**src/rtl/core/spq_pkg.sv**
```systemverilog
// ----------------------------------------------------------------------------
// spq_pkg
// Shared types and codes for the sorted priority queue: entry layout,
// operation codes and result status codes.
// ----------------------------------------------------------------------------
`default_nettype none

package spq_pkg;

	localparam int VALUE_W = 32;
	localparam int PRIO_W  = 8;
	localparam int COUNT_W = 5;

	localparam logic ACT_ENQ = 1'b0;
	localparam logic ACT_DEQ = 1'b1;

	localparam logic [1:0] STATUS_OK    = 2'd0;
	localparam logic [1:0] STATUS_EMPTY = 2'd1;
	localparam logic [1:0] STATUS_FULL  = 2'd2;

	typedef struct packed {
		logic [PRIO_W-1:0]  prio;
		logic [VALUE_W-1:0] value;
	} entry_t;

endpackage

`default_nettype wire

```
**src/rtl/core/spq_mem.sv**
```systemverilog
// ----------------------------------------------------------------------------
// spq_mem
// Entry store: one write port and one read port, registered read data.
// ----------------------------------------------------------------------------
`default_nettype none

module spq_mem #(
	parameter int DEPTH = 16,
	parameter int AW    = 4
) (
	input  wire logic            clk,
	input  wire logic            wr_en,
	input  wire logic [AW-1:0]   wr_addr,
	input  wire spq_pkg::entry_t wr_data,
	input  wire logic [AW-1:0]   rd_addr,
	output spq_pkg::entry_t      rd_data
);

	spq_pkg::entry_t mem_q [DEPTH];

	always_ff @(posedge clk) begin
		if (wr_en) begin
			mem_q[wr_addr] <= wr_data;
		end
		rd_data <= mem_q[rd_addr];
	end

endmodule

`default_nettype wire

```
**src/rtl/core/spq_seq.sv**
```systemverilog
// ----------------------------------------------------------------------------
// spq_seq
// Queue sequencer: keeps head and count of a circular sorted list and walks
// the tail back one entry per step through a single compare unit on insert.
// ----------------------------------------------------------------------------
`default_nettype none

module spq_seq #(
	parameter int CAPACITY = 16,
	parameter int AW       = 4,
	parameter int CW       = 5
) (
	input  wire logic                          clk,
	input  wire logic                          arst_n,
	input  wire logic                          start,
	output logic                               busy,
	input  wire logic                          action,
	input  wire logic signed [spq_pkg::VALUE_W-1:0] item_value,
	input  wire logic [spq_pkg::PRIO_W-1:0]    priority_req,
	output logic                               done,
	output logic signed [spq_pkg::VALUE_W-1:0] head_value,
	output logic [1:0]                         status,
	output logic [spq_pkg::COUNT_W-1:0]        entry_count,
	output logic                               mem_wr_en,
	output logic [AW-1:0]                      mem_wr_addr,
	output spq_pkg::entry_t                    mem_wr_data,
	output logic [AW-1:0]                      mem_rd_addr,
	input  wire spq_pkg::entry_t               mem_rd_data
);

	localparam logic [1:0] ST_IDLE = 2'd0;
	localparam logic [1:0] ST_RD   = 2'd1;
	localparam logic [1:0] ST_CMP  = 2'd2;
	localparam logic [1:0] ST_DQ   = 2'd3;

	localparam logic [AW:0]   CAP_W   = (AW+1)'(CAPACITY);
	localparam logic [CW-1:0] CAP_CNT = CW'(CAPACITY);

	logic [1:0]                  state_q;
	logic [AW-1:0]               head_q;
	logic [CW-1:0]               count_q;
	logic [AW-1:0]               pos_q;
	logic [spq_pkg::VALUE_W-1:0] val_q;
	logic [spq_pkg::PRIO_W-1:0]  prio_q;
	logic                        done_q;
	logic [spq_pkg::VALUE_W-1:0] res_value_q;
	logic [1:0]                  res_status_q;
	logic [spq_pkg::COUNT_W-1:0] res_count_q;

	logic [AW-1:0] phys_pos;
	logic [AW-1:0] phys_prev;
	logic [AW-1:0] head_next;
	logic [AW-1:0] pos_prev;
	logic          shift_up;

	// Map a logical list place onto the ring.
	function automatic logic [AW-1:0] ring_add(input logic [AW-1:0] base,
			input logic [AW-1:0] ofs);
		logic [AW:0] sum;
		sum = {1'b0, base} + {1'b0, ofs};
		if (sum >= CAP_W) begin
			sum = sum - CAP_W;
		end
		return sum[AW-1:0];
	endfunction

	assign pos_prev  = pos_q - AW'(1);
	assign phys_pos  = ring_add(head_q, pos_q);
	assign phys_prev = ring_add(head_q, pos_prev);
	assign head_next = ring_add(head_q, AW'(1));
	// Move the older entry up while its priority is strictly larger.
	assign shift_up  = (mem_rd_data.prio > prio_q);

	assign busy        = (state_q != ST_IDLE);
	assign done        = done_q;
	assign head_value  = res_value_q;
	assign status      = res_status_q;
	assign entry_count = res_count_q;

	always_comb begin
		mem_wr_en   = 1'b0;
		mem_wr_addr = phys_pos;
		mem_wr_data = '{prio: prio_q, value: val_q};
		mem_rd_addr = head_q;
		case (state_q)
			ST_RD: begin
				mem_rd_addr = phys_prev;
				mem_wr_en   = (pos_q == '0);
			end
			ST_CMP: begin
				mem_wr_en = 1'b1;
				if (shift_up) begin
					mem_wr_data = mem_rd_data;
				end
			end
			default: begin
				mem_rd_addr = head_q;
			end
		endcase
	end

	always_ff @(posedge clk or negedge arst_n) begin
		if (!arst_n) begin
			state_q <= ST_IDLE;
			head_q  <= '0;
			count_q <= '0;
			done_q  <= 1'b0;
		end else begin
			done_q <= 1'b0;
			case (state_q)
				ST_IDLE: begin
					if (start) begin
						if (action == spq_pkg::ACT_ENQ) begin
							if (count_q == CAP_CNT) begin
								done_q <= 1'b1;
							end else begin
								state_q <= ST_RD;
							end
						end else begin
							if (count_q == '0) begin
								done_q <= 1'b1;
							end else begin
								state_q <= ST_DQ;
							end
						end
					end
				end
				ST_RD: begin
					if (pos_q == '0) begin
						count_q <= count_q + CW'(1);
						done_q  <= 1'b1;
						state_q <= ST_IDLE;
					end else begin
						state_q <= ST_CMP;
					end
				end
				ST_CMP: begin
					if (shift_up) begin
						state_q <= ST_RD;
					end else begin
						count_q <= count_q + CW'(1);
						done_q  <= 1'b1;
						state_q <= ST_IDLE;
					end
				end
				ST_DQ: begin
					head_q  <= head_next;
					count_q <= count_q - CW'(1);
					done_q  <= 1'b1;
					state_q <= ST_IDLE;
				end
				default: begin
					state_q <= ST_IDLE;
				end
			endcase
		end
	end

	// Payload and result words, no reset needed.
	always_ff @(posedge clk) begin
		case (state_q)
			ST_IDLE: begin
				val_q       <= item_value;
				prio_q      <= priority_req;
				pos_q       <= count_q[AW-1:0];
				res_value_q <= '0;
				res_count_q <= spq_pkg::COUNT_W'(count_q);
				if (action == spq_pkg::ACT_ENQ) begin
					res_status_q <= spq_pkg::STATUS_FULL;
				end else begin
					res_status_q <= spq_pkg::STATUS_EMPTY;
				end
			end
			ST_RD: begin
				res_value_q  <= '0;
				res_status_q <= spq_pkg::STATUS_OK;
				res_count_q  <= spq_pkg::COUNT_W'(count_q + CW'(1));
			end
			ST_CMP: begin
				if (shift_up) begin
					pos_q <= pos_prev;
				end
				res_value_q  <= '0;
				res_status_q <= spq_pkg::STATUS_OK;
				res_count_q  <= spq_pkg::COUNT_W'(count_q + CW'(1));
			end
			ST_DQ: begin
				res_value_q  <= mem_rd_data.value;
				res_status_q <= spq_pkg::STATUS_OK;
				res_count_q  <= spq_pkg::COUNT_W'(count_q - CW'(1));
			end
			default: begin
				res_status_q <= spq_pkg::STATUS_OK;
			end
		endcase
	end

endmodule

`default_nettype wire

```
**src/rtl/core/sorted_priority_queue.sv**
```systemverilog
// ----------------------------------------------------------------------------
// sorted_priority_queue
// Bounded priority queue held as a sorted ring of entries in one memory.
// ----------------------------------------------------------------------------
// A word is taken when start is high and busy is low; its result appears on
// head_value, status and entry_count for exactly one cycle with done high,
// and the receiver cannot stall it. A rejected word (dequeue on empty,
// enqueue on full) keeps busy low and its result follows in the next cycle. A
// dequeue keeps busy high while the head moves on by one entry. An enqueue
// keeps busy high while older entries move up one place per step; each step
// of the insertion walk reads one entry from the memory port and compares its
// priority in the next cycle; start may be raised again as done pulses.
// No clearing pass is needed after reset.
// ----------------------------------------------------------------------------
`default_nettype none

module sorted_priority_queue #(
	parameter int CAPACITY = 16
) (
	input  wire logic                                clk,
	input  wire logic                                arst_n,
	input  wire logic                                start,
	output logic                                     busy,
	input  wire logic                                action,
	input  wire logic signed [spq_pkg::VALUE_W-1:0]  item_value,
	input  wire logic [spq_pkg::PRIO_W-1:0]          priority_req,
	output logic                                     done,
	output logic signed [spq_pkg::VALUE_W-1:0]       head_value,
	output logic [1:0]                               status,
	output logic [spq_pkg::COUNT_W-1:0]              entry_count
);

	localparam int AW = $clog2(CAPACITY);
	localparam int CW = $clog2(CAPACITY + 1);

	logic            mem_wr_en;
	logic [AW-1:0]   mem_wr_addr;
	spq_pkg::entry_t mem_wr_data;
	logic [AW-1:0]   mem_rd_addr;
	spq_pkg::entry_t mem_rd_data;

	spq_seq #(
		.CAPACITY (CAPACITY),
		.AW       (AW),
		.CW       (CW)
	) u_seq (
		.clk          (clk),
		.arst_n       (arst_n),
		.start        (start),
		.busy         (busy),
		.action       (action),
		.item_value   (item_value),
		.priority_req (priority_req),
		.done         (done),
		.head_value   (head_value),
		.status       (status),
		.entry_count  (entry_count),
		.mem_wr_en    (mem_wr_en),
		.mem_wr_addr  (mem_wr_addr),
		.mem_wr_data  (mem_wr_data),
		.mem_rd_addr  (mem_rd_addr),
		.mem_rd_data  (mem_rd_data)
	);

	spq_mem #(
		.DEPTH (CAPACITY),
		.AW    (AW)
	) u_mem (
		.clk     (clk),
		.wr_en   (mem_wr_en),
		.wr_addr (mem_wr_addr),
		.wr_data (mem_wr_data),
		.rd_addr (mem_rd_addr),
		.rd_data (mem_rd_data)
	);

endmodule

`default_nettype wire
```
**config.mk**
```make
export PLATFORM = sky130hd
export DESIGN_NAME = sorted_priority_queue
export DESIGN_NICKNAME = d
export VERILOG_FILES = /design/src/rtl/core/spq_pkg.sv /design/src/rtl/core/spq_mem.sv /design/src/rtl/core/spq_seq.sv /design/src/rtl/core/sorted_priority_queue.sv
export SDC_FILE = /design/constraint.sdc
export NUM_CORES = 1
export LEC_CHECK = 0
export ABC_CLOCK_PERIOD_IN_PS = 6750
export BUFFER_PORTS_ARGS = -buffer_cell sky130_fd_sc_hd__buf_4
export CORE_ASPECT_RATIO = 1.2
export CORE_MARGIN = 4
export CORE_UTILIZATION = 35
export CTS_CLUSTER_DIAMETER = 100
export DETAILED_ROUTE_END_ITERATION = 16
export SYNTH_ARGS = -nofsm -noshare
export SYNTH_HDL_FRONTEND = slang
export SYNTH_SLANG_ARGS = --single-unit
export TNS_END_PERCENT = 30
```
**constraint.sdc**
```tcl
create_clock -name clk -period 6.75 [get_ports clk]
set_clock_uncertainty 0.05 [all_clocks]
set_input_delay 1.0125 -clock clk [delete_from_list [all_inputs] [get_ports clk]]
set_output_delay 1.0125 -clock clk [all_outputs]
set_load 0.02 [all_outputs]
```
==> flow_results.org, run 1 <==
** Clock tree
- Setup repair bufs after CTS :: 0
- Buffers inserted during clock tree synthesis total 76.
- The clock passes through at most 3 buffers.
- Clock root buffer :: clkbuf_16
- For this design, the CTS-stage hold fixing added 0 buffers.
- Clock transition time at the flip-flop clock pins of the worst setup and hold paths :: 70 ps
- Post-CTS repair changed the size of 0 cells.
- The tree built by TritonCTS fans out to 775 sinks.
- CTS built an H-tree with a depth of 3.
- The clock reaches the later pin of the worst-skew pair after 630 ps.
- TritonCTS built the clock tree.

** Routing
- In this run, the number of DRC markers left after iteration 0 of detailed routing was 1422.
- In the routed design, unresolved DRC markers number 0.
- Router iterations before antenna repair :: 5
- In the routed layout, each cell is associated on average with a via count of 5.18.
- Total routed wirelength :: 70500 µm
- In this run the remaining antenna-violating nets after routing total 0.
- Via total after detailed routing :: 16.8k
- Avg WL per Cell :: 21.7 µm

** Place
- Input and output buffers added on the ports amount to 84.
- Setup slack at placement :: 2890 ps
- HPWL after detailed placement :: 36200 µm
- At the end of routability-driven placement, the weighted congestion stood at 0.760.

** Floorplanning
- Ports :: 85
- Core area :: 85200 µm²
- The initial utilization of the core area, before any placement, comes to 35.5%.
- Die boundary width :: 276 µm
- Number of rows in the core area :: 117
- The die is 330 µm tall.
- The floorplan step defined a die boundary enclosing 91100 µm².

** Run status
- Status :: complete, no violations

** Setup path
- STA classifies the critical path startpoint as a register.
- Maximum fanout along the worst path :: 30
- The setup path with the least slack is of type reg2reg.
- Slowest-stage cell, CP :: buf_4
- The largest single stage delay on the critical path is 820 ps.
- Counting both buffers and inverters, the worst setup path holds a total of 2.
- Arrival time reported for the critical path endpoint :: 4340 ps
- Traced cell by cell, the critical path runs through inv_1 > ha_1 > xor2_1 > ha_1 > xnor2_1 > mux2i_4 > buf_4 > mux4_2.
- In this design, the largest share of critical-path delay is due to multiplexers.
- Library cell appearing most often on the critical path :: ha_1
- Required time of the worst setup path :: 7190 ps
- The worst setup path is captured at a register.

** Job
- Across the run, the number of max-cap violations was 0.

** Logic synthesis
- Counting flops with a built-in enable in the synthesized netlist gives 684.
- The number of different library cells used by synthesis comes to 38.
- After synthesis, flip-flops and latches occupy 74.2% of the total area.
- The Yosys step of the flow raised 0 warnings.
- Top_reg_cell synth :: edfxtp_1
- Flip-flop and latch count after synthesis :: 775
- Cell area after synthesis :: 30200 µm²
- After synthesis, the share of flip-flops with an asynchronous set or reset is 1.55%.
- The number of nets handed over by synthesis was 2064.
- Number of instances in the synthesized netlist :: 1994
- Mean instance size in the synthesized netlist :: 15.2 µm²

** STA
- Slew at the pin with the worst max-slew slack :: 1060 ps
- Max Slew Vio Count :: 0
- Derived from the worst setup path, the maximum achievable clock frequency is 0.256 GHz.
- RSZ-0062 raised after global routing :: no
- The number of endpoints with negative hold slack in the final report was 0.
- For the final routed database, the setup TNS stands at 0 ps.
- After layout, the minimum clock period comes to 3900 ps.
- Final setup slack of the worst path :: 2850 ps
- Headroom to the max-slew limit came out at 29.4%.
- Setup violations remaining at the end of the flow were counted as 0.
- Share of the cycle needed by the critical path after routing :: 57.8%

** Final layout
- ANT cells :: 0
- Leading cell type in the layout, fill and taps excluded :: edfxtp_1
- In the final design database the tool counted 2128 nets.
- Area grow syn2layout :: 14.6%
- Fraction of layout cells with a size suffix above 1 :: 16.1%
- In the layout the commonest cells are 684 x edfxtp_1, 336 x nand2_1, 161 x a31oi_1, 160 x a211oi_1, 111 x buf_4.

** Pwr
- Internal power consumption :: 11.8 mW
- Leakage power :: 11.4 nW
- Per report_power, the clock group accounts for 22.6% of the total.
- Per report_power, the sequential group accounts for 37.4% of the total.
- For this design the total switching power over the nets is 6.96 mW.
- Net switching is 37.0% of the power.
- Power spread over the standard cell area amounts to 542 nW/µm².
- Combinational logic burns 40.0% of the power.
- IR analysis of the VDD net gives a maximum drop of 658 µV.

** Global routing
- Pin count of the biggest net entering global routing :: 187
- Vias in the first global route :: 16.9k
- The initial antenna violation count came to 1.
- The total overflow left after global routing is 0.
- Total GRT Usage :: 15.1%
- The first global-routing pass estimated 106000 µm of wire.

** Hold path
- In this run the worst hold path is classified as in2async.
## layout make-up
cell class,instances,area (µm²)
timing repair buffer,114,893
fill,7661,50600
clock inverter,36,419
clock buffer,105,2100
multi-input combinational,1069,7310
sequential,775,22400
inverter,22,82.6
tap,1130,1410
## layer usage
| metal | global-route usage, % | vias up | wire, µm |
|---|---|---|---|
| met5 | 0 | - | 0 |
| met4 | 4.39 | 0 | 1450 |
| met1 | 20.0 | 8643 | 30300 |
| li1 | - | 7652 | - |
| met2 | 25.7 | 457 | 35000 |
| met3 | 2.60 | 94 | 3770 |
## worst reg2reg max path, cell delays in order (launching register included)
cell	delay [ps]
edfxtp_1	470
inv_1	100
ha_1	190
xor2_1	250
ha_1	310
xnor2_1	170
mux2i_4	770
buf_4	830
mux4_2	630
## cell usage after synthesis, drive strengths merged (3+ instances only)
cell type / count / area (µm²)
edfxtp: 684 / 20500
nand2: 336 / 1260
and2: 193 / 1210
a31oi: 161 / 1010
a211oi: 160 / 1200
clkbuf: 86 / 323
dfxtp: 79 / 1580
mux2: 47 / 529
buf: 42 / 297
mux4: 40 / 901
nor2: 27 / 104
ha: 24 / 300
inv: 22 / 82.6
a21oi: 14 / 70.1
dfrtp: 12 / 300
xnor2: 12 / 105
o21ai: 10 / 50.1
nand3: 8 / 40.0
xor2: 7 / 61.3
mux2i: 5 / 50.1
a21o: 4 / 37.5
a222oi: 3 / 30.0
nand4: 3 / 18.8
nor2b: 3 / 18.8
## registers in the layout, indices dropped and copies added (netlist names)
name and flops:
u_mem.mem_q 640, u_mem.rd_data 40, u_seq.count_q 5, u_seq.done 1
u_seq.entry_count 5, u_seq.head_q 4, u_seq.head_value 32, u_seq.pos_q 4
u_seq.prio_q 8, u_seq.state_q 2, u_seq.status 2, u_seq.val_q 32
## metrics by stage
stage	area, µm²	util, %	hold slack, ps	std cells	power (mW)
2_1_floorplan	30200	-	381	1994	12.5
6_report	34600	40.7	177	3251	18.8
5_1_grt	34600	40.7	159	3251	19.9
4_1_cts	34600	40.7	139	3251	19.0
3_3_place_gp	32100	37.7	392	3110	14.5
3_5_place_dp	32100	37.7	397	3110	14.7
## power groups by stage
stage / registers, mW / logic (mW) / clock network [mW]
finish: 7.03 / 7.52 / 4.24
global route: 7.09 / 8.26 / 4.53
CTS: 7.04 / 7.62 / 4.33
detailed placement: 7.13 / 7.59 / 0
global placement: 7.13 / 7.41 / 0
floorplan: 7.07 / 5.43 / 0
## final timing paths
check	startpoint	endpoint	slack, ps	depth (start not counted)
max	u_seq.pos_q[1]	u_mem.rd_data[25]	2850	8
max in group asynchronous	arst_n	u_seq.state_q[0]	6300	1
min in group clk	u_mem.rd_data[0]	u_seq.head_value[0]	410	1
min	arst_n	u_seq.head_q[3]	180	1
max reg2reg	u_seq.pos_q[1]	u_mem.rd_data[25]	2850	8
min reg2reg	u_mem.rd_data[0]	u_seq.head_value[0]	410	1
## kinds of logic (layout without fill, tap and decap cells)
group	after synthesis	count (layout)	share of synthesized area, %
xor+xnor	19	19	0.551
mux	92	92	4.90
buf+inv	150	277	2.32
fa+ha+maj	26	26	1.13
compound gates	358	358	8.08
simple gates	574	574	8.84
flops	775	775	74.2
Power figures use the tool's default switching activity.
==> run 2: changes to the inputs <==
--- a/config.mk
+++ b/config.mk
@@ -5,7 +5,7 @@
 export SDC_FILE = /design/constraint.sdc
 export NUM_CORES = 1
 export LEC_CHECK = 0
-export ABC_CLOCK_PERIOD_IN_PS = 6750
+export ABC_CLOCK_PERIOD_IN_PS = 3300
 export BUFFER_PORTS_ARGS = -buffer_cell sky130_fd_sc_hd__buf_4
 export CORE_ASPECT_RATIO = 1.2
 export CORE_MARGIN = 4
==> constraint.sdc (replaced) <==
create_clock -name clk -period 3.3 [get_ports clk]
set_clock_uncertainty 0.05 [all_clocks]
set_input_delay 0.495 -clock clk [delete_from_list [all_inputs] [get_ports clk]]
set_output_delay 0.495 -clock clk [all_outputs]
set_load 0.02 [all_outputs]
==> run 2 against run 1 <==
  * Flip-flop and latch count stayed put
  * Final area increased by 3.6%
  * Sequential power rose by 100%
  * Global-route usage grew 0.10 points
  * Critical path type unchanged
  * Critical endpoint is now u_mem.rd_data[28]
==> flow_results.org, run 2 (synthesis gave the netlist of run 1 again) <==
** STA
- The actual transition at the worst max-transition pin came to 642 ps (was 1060 ps).
- Max Slew Vio Count :: 0 (unchanged)
- Finish-stage setup viols :: 0 (unchanged)
- Final Critical Period :: 3090 ps (was 3900 ps)
- The maximum achievable frequency is 0.324 GHz (was 0.256 GHz).
- RSZ-0062 raised after global routing :: no (unchanged)
- Normalized max-slew margin :: 56.7% (was 29.4%)
- Number of hold-slack violations in the final timing report :: 0 (unchanged)
- The post-route fraction of the period consumed by the critical path was 93.5% (was 57.8%).

** Floorplanning
- The overall die area came to 91100 µm² (unchanged).
- Vertical die dimension :: 330 µm (unchanged)
- The placeable core region was 85200 µm² (unchanged).
- Number of rows in the core area :: 117 (unchanged)
- The die extent in x was 276 µm (unchanged).
- The top-level port count came to 85 (unchanged).
- The effective utilization at floorplan is 35.5% (unchanged).

** Place
- Dpl cell area :: 33000 µm² (was 32100 µm²)
- The post-DP HPWL was 37900 µm (was 36200 µm).
- The final estimated routing congestion in global placement was 0.767 (was 0.760).
- PortBufs :: 84 (unchanged)

** Final layout
- Commonest cells after routing, fill and taps aside: 684 x edfxtp_1, 336 x nand2_1, 161 x a31oi_1, 160 x a211oi_1, 110 x and2_0 (was 684 x edfxtp_1, 336 x nand2_1, 161 x a31oi_1, 160 x a211oi_1, 111 x buf_4).
- Area grow syn2layout :: 18.8% (was 14.6%)
- Final std cell area, no fill :: 35900 µm² (was 34600 µm²)
- The number of antenna diodes is 0 (unchanged).
- The total of fill cells in the finished design came to 7621 (was 7661).
- The most frequent standard cell in the layout excluding fill and tap cells was edfxtp_1 (unchanged).
- The register area is 22400 µm² (unchanged).
- Count of nets after finishing :: 2212 (was 2128)
- The combined area of the multi-input logic cells was 7330 µm² (was 7310 µm²).
- Largest register FFs :: 640 (unchanged)
- Register with the most flip-flops :: u_mem.mem_q (unchanged)
- The fraction of final layout cells with drive strength greater than 1 came to 17.3% (was 16.1%).
- Largest registers: u_mem.mem_q x640, u_mem.rd_data x40 (unchanged).

** Clock tree
- Clock transition time at the flip-flop clock pins of the worst setup and hold paths :: 60 ps (was 70 ps)
- The clock tree from TritonCTS was built (unchanged).
- Number of buffers created by CTS :: 75 (was 76)
- The maximum clock insertion buffer count was 3 (unchanged).
- Setup repair bufs after CTS :: 0 (unchanged)
- Number of sinks driven by the clock tree :: 775 (unchanged)
- The clock tree root driver cell is clkbuf_16 (unchanged).
- Clock latency at the later pin of the worst-skew pair :: 610 ps (was 630 ps)
- H-tree level count :: 3 (unchanged)

** Pwr
- The portion of total power attributed to combinational logic is 41.7% (was 40.0%).
- The switching power came to 14.2 mW (was 6.96 mW).
- Maximum vdd drop :: 663 µV (was 658 µV)
- The relative contribution of the clock network to total power came to 22.0% (was 22.6%).
- The sequential cell fraction of total power came to 36.3% (was 37.4%).
- Total power draw :: 39.5 mW (was 18.8 mW)
- Total power divided by cell area :: 1100 nW/µm² (was 542 nW/µm²)
- The cell leakage power is 11.9 nW (was 11.4 nW).
- Internal power consumption :: 25.3 mW (was 11.8 mW)
- The switching fraction of total power is 36.0% (was 37.0%).

** Job
- Maximum Capacitance Violations :: 0 (unchanged)

** Routing
- The per-cell via count in the routed design is 5.16 (was 5.18).
- The number of antenna-violating nets in the routed design came to 0 (unchanged).
- The wire length per cell came to 21.4 µm (was 21.7 µm).
- Total routed wirelength :: 71200 µm (was 70500 µm)
- The number of design rule violations left after detail routing is 0 (unchanged).
- The number of violations reported at the end of detailed-routing iteration 0 was 1388 (was 1422).
- The routed via count was 17.2k (was 16.8k).
- The number of detailed-route iterations in the first pass came to 5 (unchanged).

** Global routing
- Total GRT Usage :: 15.2% (was 15.1%)
- The remaining global-route overflow was 0 (unchanged).
- The maximum number of pins on one net before global-route repair came to 74 (was 187).
- First-pass GRT wire length :: 106000 µm (about the same)
- Met2 Use GR :: 26.4% (was 25.7%)
- The routing usage on met3 is 2.35% (was 2.60%).
- The most used routing layer in global routing is met2 (unchanged).
- The initial antenna violation count came to 0 (was 1).
- The met1 routing resource usage after global routing came to 19.4% (was 20.0%).
- The number of global-route vias before repair is 17.1k (was 16.9k).

** Hold path
- The path class of the lowest-slack min-delay path is in2reg (was in2async).

** Setup path
- The critical path class is reg2reg (unchanged).
- Slowest-stage cell, CP :: fa_2 (was buf_4)
- The buffering stage count on the worst path with inverters included is 2 (unchanged).
- The category of the worst setup path capture point was a register (unchanged).
- The type of origin of the critical path was a register (unchanged).
- The largest delay contributor family on the critical path is adder cells (was multiplexers).
- The minimum setup slack among reg-to-reg paths is 210 ps (was 2850 ps).
- Maximum single-stage delay on the critical path :: 530 ps (was 820 ps)
- Maximum fanout along the worst path :: 65 (was 30)
- Required time of the worst setup path :: 3730 ps (was 7190 ps)
- The arrival time of data at the critical path endpoint came to 3510 ps (was 4340 ps).
- Worst-path cell chain: inv_1 > ha_1 > fa_2 > a21o_4 > buf_12 > and2_0 > a211oi_1 > a31oi_1 > mux4_2 (was inv_1 > ha_1 > xor2_1 > ha_1 > xnor2_1 > mux2i_4 > buf_4 > mux4_2).

** Run status
- Status :: complete, no violations (unchanged)
-- run 2: changes by cell type in the layout (fill, tap and decap cells not counted), sizes merged --
cell	change
a21o	+2
buf	+41
bufinv	+3
clkbuf	-4
clkinv	-2
clkinvlp	+3
dlygate4sd3	+42
inv	-3
-- run 2: worst register-to-register path: stages (launching register included) --
cell and delay, ps:
edfxtp_1 390, inv_1 90, ha_1 340, fa_2 530
a21o_4 320, buf_12 230, and2_0 230, a211oi_1 220
a31oi_1 70, mux4_2 480
-- run 2: path summary, 6_finish.rpt --
kind / from / cells past startpoint / end
max: u_seq.pos_q[0] / 9 / u_mem.rd_data[28]
min: start / 3 / u_seq.state_q[0]
max reg2reg: u_seq.pos_q[0] / 9 / u_mem.rd_data[28]
min reg2reg: u_mem.rd_data[0] / 1 / u_seq.head_value[0]
max in group asynchronous: arst_n / 2 / u_seq.head_q[0]
min in group asynchronous: arst_n / 2 / u_seq.head_q[3]
-- run 2: per-layer routing --
layer	part of all wire, %	wire (µm)
met4	2.8	2020
met1	42	29800
met3	5.1	3600
met5	0	0
met2	50	35800
-- run 2: stage by stage --
stage / setup slack [ps] / utilization, % / instances / TNS [ps] / hold slack [ps]
2_1_floorplan: -460 / - / 1994 / -188820 / 149
3_3_place_gp: 173 / 38.7 / 3151 / 0 / 303
3_5_place_dp: 171 / 38.7 / 3151 / 0 / 307
4_1_cts: 143 / 42.1 / 3331 / 0 / 158
5_1_grt: 28.2 / 42.1 / 3333 / 0 / 222
6_report: 214 / 42.1 / 3333 / 0 / 182
-- run 2: final cells by class --
class	count	share of cell area [%]
sequential	775	62.5
clock inverter	37	1.16
timing repair buffer	197	6.02
multi-input combinational	1071	20.4
clock buffer	101	5.79
inverter	22	0.230
tap	1130	3.94
-- run 2: timing repair --
item / 4_1_cts / 5_1_grt
hold buffers: 42 / 0
endpoints found under the setup margin: 0 / 6
gates resized for setup: 0 / 1
hold endpoints to repair: 53 / 0
-- run 2: power by group through the flow --
| stage | Combinational [mW] | Clock, mW | Sequential [mW] |
|---|---|---|---|
| finish | 16.4 | 8.68 | 14.3 |
| CTS | 16.5 | 8.92 | 14.3 |
| global route | 18.0 | 9.28 | 14.4 |
| detailed placement | 16.4 | 0 | 14.5 |
| global placement | 16.0 | 0 | 14.5 |
| floorplan | 11.1 | 0 | 14.5 |
